===== src/sv/sorted_priority_queue_defines.svh =====
// assertion macros for the sorted priority queue
// expects clk and arst_n in the scope of each use
`ifndef SORTED_PRIORITY_QUEUE_DEFINES_SVH
`define SORTED_PRIORITY_QUEUE_DEFINES_SVH

// property that must hold at every edge outside reset
`define SPQ_ASSERT(lbl, prop, msg) \
	lbl: assert property (@(posedge clk) disable iff (!arst_n) (prop)) else $error(msg);

// consequence that must hold in the cycle after the antecedent
`define SPQ_ASSERT_NEXT(lbl, ante, cons, msg) \
	lbl: assert property (@(posedge clk) disable iff (!arst_n) (ante) |=> (cons)) \
		else $error(msg);

`endif


===== src/sv/spq_pkg.sv =====
// types and constants shared by the sorted priority queue modules
// no dependencies
package spq_pkg;

	localparam int CAPACITY = 16;
	localparam int CNT_W    = $clog2(CAPACITY + 1);
	localparam int OCC_W    = 5;

	localparam logic ACT_INSERT = 1'b0;
	localparam logic ACT_REMOVE = 1'b1;

	typedef enum logic [1:0] {
		STATUS_OK    = 2'd0,
		STATUS_EMPTY = 2'd1,
		STATUS_FULL  = 2'd2
	} status_t;

	typedef struct packed {
		logic               action;
		logic signed [31:0] in_data;
		logic        [7:0]  in_priority;
	} req_t;

	typedef struct packed {
		logic signed [31:0] out_data;
		logic        [7:0]  out_priority;
		status_t            status;
		logic [OCC_W-1:0]   occupancy;
	} rsp_t;

	// one slot of the sorted list
	typedef struct packed {
		logic               valid;
		logic        [7:0]  prio;
		logic signed [31:0] data;
	} entry_t;

	// broadcast to every cell
	typedef struct packed {
		logic               ins;
		logic               rem;
		logic        [7:0]  prio;
		logic signed [31:0] data;
	} cell_ctrl_t;

endpackage


===== src/sv/spq_cell.sv =====
// one slot of the sorted chain: keeps, shifts or takes the new entry
// depends on spq_pkg
module spq_cell import spq_pkg::*; (
	input  logic       clk,
	input  logic       arst_n,
	input  cell_ctrl_t ctrl,
	input  entry_t     left,
	input  entry_t     right,
	output entry_t     cur
);

	logic        valid_q;
	logic [7:0]  prio_q;
	logic signed [31:0] data_q;
	entry_t      nxt;
	logic        keep;
	logic        left_keep;
	logic        left_moves;

	assign cur = '{valid: valid_q, prio: prio_q, data: data_q};

	assign keep       = valid_q && (prio_q <= ctrl.prio);
	assign left_keep  = left.valid && (left.prio <= ctrl.prio);
	assign left_moves = left.valid && (left.prio > ctrl.prio);

	always_comb begin
		nxt = cur;
		if (ctrl.ins) begin
			if (keep) begin
				nxt = cur;
			end else if (left_moves) begin
				nxt = left;
			end else if (left_keep) begin
				// first slot past every entry of lower or equal priority
				nxt = '{valid: 1'b1, prio: ctrl.prio, data: ctrl.data};
			end
		end else if (ctrl.rem) begin
			nxt = right;
		end
	end

	always_ff @(posedge clk or negedge arst_n) begin
		if (!arst_n) begin
			valid_q <= 1'b0;
		end else begin
			valid_q <= nxt.valid;
		end
	end

	always_ff @(posedge clk) begin
		prio_q <= nxt.prio;
		data_q <= nxt.data;
	end

endmodule


===== src/sv/spq_out_buf.sv =====
// two-entry response buffer: output register plus skid register
// depends on spq_pkg
module spq_out_buf import spq_pkg::*; (
	input  logic clk,
	input  logic arst_n,
	input  logic push,
	input  rsp_t push_rsp,
	output logic space,
	output logic rsp_valid,
	input  logic rsp_ready,
	output rsp_t rsp
);

	logic out_valid_q;
	logic skid_valid_q;
	rsp_t out_q;
	rsp_t skid_q;
	logic pop;

	assign space     = !skid_valid_q;
	assign rsp_valid = out_valid_q;
	assign rsp       = out_q;
	assign pop       = out_valid_q && rsp_ready;

	always_ff @(posedge clk or negedge arst_n) begin
		if (!arst_n) begin
			out_valid_q  <= 1'b0;
			skid_valid_q <= 1'b0;
		end else begin
			if (push) begin
				if (out_valid_q && !pop) begin
					skid_valid_q <= 1'b1;
				end else begin
					out_valid_q <= 1'b1;
				end
			end else if (pop) begin
				out_valid_q  <= skid_valid_q;
				skid_valid_q <= 1'b0;
			end
		end
	end

	always_ff @(posedge clk) begin
		if (push) begin
			if (out_valid_q && !pop) begin
				skid_q <= push_rsp;
			end else begin
				out_q <= push_rsp;
			end
		end else if (pop && skid_valid_q) begin
			out_q <= skid_q;
		end
	end

endmodule


===== src/sv/sorted_priority_queue.sv =====
// Sorted priority queue of CAPACITY entries, smallest priority value served first.
// Requests arrive on req_valid/req_ready/req: action selects insert or remove of
// the head; insert carries in_data and in_priority. Each request gives exactly
// one response on rsp_valid/rsp_ready/rsp with the removed data and priority
// (zero otherwise), a status (ok, remove from empty, insert into full with the
// entry dropped) and the occupancy after the request.
// Entries sit in a row of cells in ascending order; every cell compares its own
// priority with the new one in parallel and either holds, takes its neighbor's
// entry or takes the new entry, so the whole list moves at once.
// The response is registered in spq_out_buf before it shows on rsp.
// Throughput: one request per cycle while req_ready is high, set by the parallel cell update.
// Equal priorities leave in arrival order.
// Reset clears all slot valid bits and the count; slot contents are not reset.
// When the receiver stalls, one further response goes to a skid register and
// req_ready then drops until the receiver takes a response.
// depends on spq_pkg, spq_cell, spq_out_buf and sorted_priority_queue_defines.svh
`include "sorted_priority_queue_defines.svh"

module sorted_priority_queue import spq_pkg::*; (
	input  logic clk,
	input  logic arst_n,
	input  logic req_valid,
	output logic req_ready,
	input  req_t req,
	output logic rsp_valid,
	input  logic rsp_ready,
	output rsp_t rsp
);

	logic [CNT_W-1:0]    count_q;
	logic [CNT_W-1:0]    count_nxt;
	logic                accept;
	logic                full;
	logic                empty;
	cell_ctrl_t          ctrl;
	entry_t              cells [CAPACITY];
	logic [CAPACITY-1:0] valid_vec;
	rsp_t                new_rsp;

	assign accept = req_valid && req_ready;
	assign full   = (count_q == CNT_W'(CAPACITY));
	assign empty  = (count_q == '0);

	assign ctrl.ins  = accept && (req.action == ACT_INSERT) && !full;
	assign ctrl.rem  = accept && (req.action == ACT_REMOVE) && !empty;
	assign ctrl.prio = req.in_priority;
	assign ctrl.data = req.in_data;

	genvar i;
	generate
		for (i = 0; i < CAPACITY; i++) begin : g_cell
			entry_t left_e;
			entry_t right_e;
			if (i == 0) begin : g_head
				// boundary behaves as a held entry of the lowest priority
				assign left_e = '{valid: 1'b1, prio: 8'd0, data: 32'sd0};
			end else begin : g_mid
				assign left_e = cells[i-1];
			end
			if (i == CAPACITY - 1) begin : g_tail
				assign right_e = '{valid: 1'b0, prio: 8'd0, data: 32'sd0};
			end else begin : g_body
				assign right_e = cells[i+1];
			end
			spq_cell u_cell (
				.clk    (clk),
				.arst_n (arst_n),
				.ctrl   (ctrl),
				.left   (left_e),
				.right  (right_e),
				.cur    (cells[i])
			);
			assign valid_vec[i] = cells[i].valid;
		end
	endgenerate

	always_comb begin
		count_nxt = count_q;
		if (ctrl.ins) begin
			count_nxt = count_q + CNT_W'(1);
		end else if (ctrl.rem) begin
			count_nxt = count_q - CNT_W'(1);
		end
	end

	always_comb begin
		new_rsp.out_data     = 32'sd0;
		new_rsp.out_priority = 8'd0;
		new_rsp.status       = STATUS_OK;
		new_rsp.occupancy    = OCC_W'(count_nxt);
		if (req.action == ACT_REMOVE) begin
			if (empty) begin
				new_rsp.status = STATUS_EMPTY;
			end else begin
				new_rsp.out_data     = cells[0].data;
				new_rsp.out_priority = cells[0].prio;
			end
		end else if (full) begin
			new_rsp.status = STATUS_FULL;
		end
	end

	always_ff @(posedge clk or negedge arst_n) begin
		if (!arst_n) begin
			count_q <= '0;
		end else begin
			count_q <= count_nxt;
		end
	end

	spq_out_buf u_out_buf (
		.clk       (clk),
		.arst_n    (arst_n),
		.push      (accept),
		.push_rsp  (new_rsp),
		.space     (req_ready),
		.rsp_valid (rsp_valid),
		.rsp_ready (rsp_ready),
		.rsp       (rsp)
	);

	`SPQ_ASSERT(a_valid_packed, (valid_vec & CAPACITY'(valid_vec + 1'b1)) == '0, "valid slots not packed at head")
	`SPQ_ASSERT(a_count_match, $countones(valid_vec) == 32'(count_q), "count disagrees with valid slots")
	`SPQ_ASSERT_NEXT(a_remove_dec, ctrl.rem, count_q == $past(count_q) - CNT_W'(1), "remove did not drop count")
	`SPQ_ASSERT_NEXT(a_insert_inc, ctrl.ins, count_q == $past(count_q) + CNT_W'(1), "insert did not raise count")

endmodule


===== config.mk =====
export PLATFORM = sky130hd
export DESIGN_NAME = sorted_priority_queue
export DESIGN_NICKNAME = d
export VERILOG_FILES = /design/src/sv/spq_pkg.sv /design/src/sv/spq_cell.sv /design/src/sv/spq_out_buf.sv /design/src/sv/sorted_priority_queue.sv
export VERILOG_INCLUDE_DIRS = /design/src /design/src/sv
export SDC_FILE = /design/constraint.sdc
export NUM_CORES = 2
export LEC_CHECK = 0
export BUFFER_PORTS_ARGS = -buffer_cell sky130_fd_sc_hd__buf_2
export CORE_MARGIN = 2
export CORE_UTILIZATION = 47
export DETAILED_ROUTE_END_ITERATION = 10
export PLACE_DENSITY = 0.64
export REMOVE_ABC_BUFFERS = 1
export SETUP_SLACK_MARGIN = 0.2
export SLEW_MARGIN = 15
export SYNTH_ARGS = -nofsm -noshare
export SYNTH_HDL_FRONTEND = slang
export SYNTH_HIERARCHICAL = 1
export SYNTH_SLANG_ARGS = --single-unit

===== constraint.sdc =====
create_clock -name clk -period 5.75 [get_ports clk]
set_clock_uncertainty 0.15 [all_clocks]
set_input_delay 1.15 -clock clk [delete_from_list [all_inputs] [get_ports clk]]
set_output_delay 1.15 -clock clk [all_outputs]
set_load 0.02 [all_outputs]

After elaboration in Yosys (flattened, before gate mapping). Cells that the tools add are included.

Add/subtract/negate cells: 2. Multiply operators: 0. Divide/modulo/power cells: 0. Magnitude comparators: 33. Eq/ne operators: 35. Shift-type cells: 0. Mux-type cells: 96. Bitwise gates (word level): 1. Reductions and logical operators: 67.

Operators with widths (number): 2-to-1 mux 41 bit (80); 2-to-1 mux 47 bit (3); <= comparator 8 bit (16); > comparator 8 bit (15); 2-to-1 mux 40 bit (2); inequality test 3 x 1 -> 1 bit, second input constant (16); AND reduction 3 bit (16); logical AND 1 bit (39); inequality test 2 bit, second input constant (17); 2-to-1 mux 5 bit (2); > comparator 1 x 8 -> 1 bit, first input constant (1); <= comparator 1 x 8 -> 1 bit, first input constant (1); AND reduction 2 bit (4); 2-to-1 mux 1 bit (7); nonzero test 2 bit (3); adder 5 x 1 -> 5 bit, second input constant (1); == test 5 bit, second input constant (1); zero test 5 bit (1); subtractor 5 x 1 -> 5 bit, second input constant (1); zero test 1 bit (4); 2-to-1 mux 2 bit (2); inequality test 2 x 1 -> 1 bit, second input constant (1); NOT 1 bit (1).

Bits in registers: 757. Bits in latches: 0. RAM bits: 0. ROM bits: 0. Input port bits: 45. Output and inout bits: 49. Word-level logic and storage cells: 293. Memories kept: 0.

Depth between registers and ports, before layout.
Depth in word-level cells: 8. Mapped depth: 9. Gate-level depth less buffers: 8.

By module. The synthesis kept the hierarchy.

By module, submodules not included: spq_cell at g_cell[0].u_cell ... (instances 8, cells each 231, area each 2491.1 um^2, sequential area each 1226.2 um^2); spq_cell at g_cell[2].u_cell ... (instances 8, cells each 231, area each 2481.1 um^2, sequential area each 1226.2 um^2); spq_out_buf (instances 1, cells each 160, area each 3729.8 um^2, sequential area each 2872.8 um^2); sorted_priority_queue (instances 1, cells each 90, area each 675.6 um^2, sequential area each 125.1 um^2).

Worst setup path before layout. Ideal clock, no wire load.

Path type: input port to flip-flop. From: input port req_valid. To: register g_cell[0].u_cell.data_q[0] (enable). Library setup time: 462 ps. Arrival: 5311 ps. Required time: 5138 ps. Setup slack: -173 ps. Stages: 5. Buffers on the path: 1. Cells stage by stage: nand2_1 > a211oi_2 > clkbuf_1 > mux2i_1 > a31oi_1.

RTL lines: start: declaration (line sorted_priority_queue.sv:22) `input logic req_valid,`; end signal: assignment (line spq_cell.sv:52) `data_q <= nxt.data;`; end: declaration (line spq_cell.sv:14) `logic signed [31:0] data_q;`.

==> results.tsv <==
stage	metric	value	unit
logic_synthesis	synthTopCellsByArea	edfxtp_1, mux2i_1, a21oi_1	
placed_design	pre_cts_ws	1249	ps
sta	worst_slew_pin_slew	1043	ps
clock_network	clk_pin_slew_worst_paths	60	ps
logic_synthesis	yosysTopAreaCell	edfxtp_1	
layout	syn_to_final_growth	11.00	%
logic_synthesis	syn_inst	3946	
placed_design	portBuffers	93	
layout	fin_nets	4364	
power_and_ir_drop	leakage	21.77	nW
clock_network	cts_buffer_depth	3	
placed_design	dp.cells	5228	
outcome	status	finished clean	
drt	drt_pass1_iterations	5	
die	die_height	310.6	um
worst_hold_path	hp-start	u_out_buf/skid_q[24]$_DFFE_PP_	
grt	grt_max_degree	213	
sta	rsz0062_at_grt	false	
layout	fin_util	0.5263	
die	fp-row-count	112	
logic_synthesis	synth_ff_type	edfxtp_1	
grt	grt_use_total	0.2023	
die	ios	94	
clock_network	cts_tree	yes	
power_and_ir_drop	power_density	452.9	nW/um^2
worst_setup_path	path_max_fanout	36	
drt	drc_errors	0	
clock_network	cts_resized	0	
clock_network	clock_latency	640	ps
layout	finalInstanceArea	49040	sq um
power_and_ir_drop	ir_drop	0.0002372	V
placed_design	hpwl	67.68	mm
logic_synthesis	syn_area	44180	sq um
grt	gr-total-overflow	0	
grt	grt_pass1_wl	158.9	mm
sta	setup_ws	1844	ps
worst_setup_path	start_kind	input port	
logic_synthesis	synth_top_area_frac	0.4989	
sta	maxSlewViolCount	0	
die	initial_core_util	0.4741	
drt	drt-initial-drc-count	2142	
placed_design	dpl_cell_area	46250	sq um
worst_setup_path	critPathTopFamily	buffers and inverters	
drt	vias	29146	
sta	fmax	256.0	MHz
clock_network	clock-sinks	757	
worst_setup_path	r2r-start	count_q[1]$_DFF_PN0_	
worst_hold_path	min_path_type	register to register	
logic_synthesis	synth-seq-area-share	0.5119	
worst_setup_path	crit_start	req[5]	
worst_setup_path	path_class	input port to register	
clock_network	post_cts_buffers	0	
logic_synthesis	syn_avg_cell_area	11.20	sq um
logic_synthesis	synth-edff-count	734	
sta	final_hold_viol_count	0	
sta	hold_ws	395.1	ps
power_and_ir_drop	power.total	22.21	mW
logic_synthesis	ys_seq_elements	757	
worst_setup_path	max_stage_delay	570	ps
grt	antenna_found_initial	6	
die	dieArea	96480	sq um
worst_setup_path	crit_path_end_kind	register	
clock_network	root_buffer	clkbuf_16	
logic_synthesis	yosysMostFrequentCell	a21oi_1	
worst_setup_path	cp.arrival	4110	ps
sta	finalCritPeriodShare	0.6793	
die	core-area	93190	sq um
logic_synthesis	yosys_warnings	6	
logic_synthesis	synth-async-reset-ratio	0.03038	
drt	routedWlPerCell	18.39	um
worst_setup_path	path_cells	buf_2 > buf_4 > inv_1 > ha_1 > a21oi_1 > o21ai_0 > o2111ai_4 > buf_4 > mux2i_1 > a21oi_1	
grt	grt_pass1_vias	28043	
job	maxCapViolCount	0	
die	die_w	310.6	um
clock_network	cts_made_buffers	85	
layout	drive_gt1_frac	0.09690	
drt	ant_nets	0	
worst_setup_path	slowest_stage	buf_4	
sta	finalSetupTns	0	ps
worst_setup_path	crit_buf_inv	4	
worst_setup_path	worstPathRequired	5960	ps
placed_design	gp_congestion	0.7998	
layout	stdcell_count	5388	
clock_network	htreeDepth	3	
sta	timing.slew.headroom	0.3025	
sta	setup_viol	0	
clock_network	holdBufCountCts	0	
drt	wirelength	99.10	mm
sta	finalCriticalPeriod	3906	ps
drt	via_per_inst	5.409	
logic_synthesis	yosysUniqueCellTypes	43	
logic_synthesis	netlist_top_cells_count	a21oi_1, edfxtp_1, nor2_1	
[per-layer routing]
metal | global-route usage | wire length (um) | part of all wire | vias up
met1 | 0.3044 | 49780 | 0.50 | 13658
met2 | 0.3096 | 43710 | 0.44 | 587
li1 | - | - | - | 14793
met4 | 0.04910 | 1409 | 0.014 | 2
met3 | 0.02553 | 4187 | 0.042 | 106
met5 | 0 | 13 | 0.00013 | -
[cells in the final DEF, fill, tap and decap left out, types with 6 or more instances in the layout]
master and n:
or3_1 8, nand2_1 36, clkinv_2 19, clkbuf_1 21, dfrtp_1 23, a211oi_1 16, edfxtp_1 734, buf_4 67
nor2_1 658, o221ai_1 16, nand4_1 40, clkinv_1 10, clkbuf_16 88, nand4_2 8, a21oi_2 8, bufinv_16 7
nor2b_1 35, a21oi_1 764, diode_2 6, o22ai_1 16, nand3_1 19, buf_12 14, mux2i_1 656, inv_1 195
o211ai_1 32, o21ai_1 8, o21ai_0 26, and2_1 42, o31a_1 8, mux2_4 46, conb_1 92, o211ai_4 8
o2111ai_4 8, buf_2 93, ha_1 258, a31oi_4 16
[path summary, 6_finish.rpt]
check	end	slack [ps]	cells past startpoint
worst max-delay path	g_cell[5].u_cell/data_q[6]$_DFFE_PP_	1840	10
worst min-delay path	u_out_buf/rsp[24]$_DFFE_PP_	400	1
worst max register to register	g_cell[1].u_cell/data_q[20]$_DFFE_PP_	1940	9
worst min register to register	u_out_buf/rsp[24]$_DFFE_PP_	400	1
max in group asynchronous	count_q[1]$_DFF_PN0_	4510	1
min in group asynchronous	g_cell[15].u_cell/valid_q$_DFFE_PN0P_	430	1
[report_power, final]
| part | internal (mW) | switching [mW] | leakage [nW] |
|---|---|---|---|
| Sequential | 8.28 | 1.09 | 7.11 |
| Combinational | 2.97 | 4.45 | 13.3 |
| Clock | 3.18 | 2.24 | 1.36 |
| Total | 14.4 | 7.78 | 21.8 |
[sequential cells by signal, summed over array words and instances, names as in the netlist]
| name | flops |
|---|---|
| g_cell.u_cell/data_q | 512 |
| g_cell.u_cell/prio_q | 128 |
| u_out_buf/rsp | 47 |
| u_out_buf/skid_q | 47 |
| g_cell.u_cell/valid_q | 16 |
| count_q | 5 |
| u_out_buf/rsp_valid | 1 |
| u_out_buf/skid_valid_q | 1 |
[cells by family after synthesis]
group,after synthesis,synth area share
AO/OA/AOI/OAI,933,0.1157
XOR/XNOR,4,0.0007931
adder cells (fa/ha/maj),258,0.07306
buffers and inverters,432,0.05083
flip-flops,757,0.5119
multiplexers,703,0.1645
other,2,0.0001700
AND/OR/NAND/NOR,857,0.08311
[area by class of cell]
cell class / count / area [sq um]
sequential: 757 / 22620
antenna: 6 / 15.01
clock buffer: 113 / 2336
clock inverter: 41 / 445.4
multi-input combinational: 2847 / 20080
inverter: 196 / 737.0
timing repair buffer: 174 / 1249
tap: 1254 / 1569
fill: 8143 / 44140
Note: power is estimated with default switching activity, not from simulation.
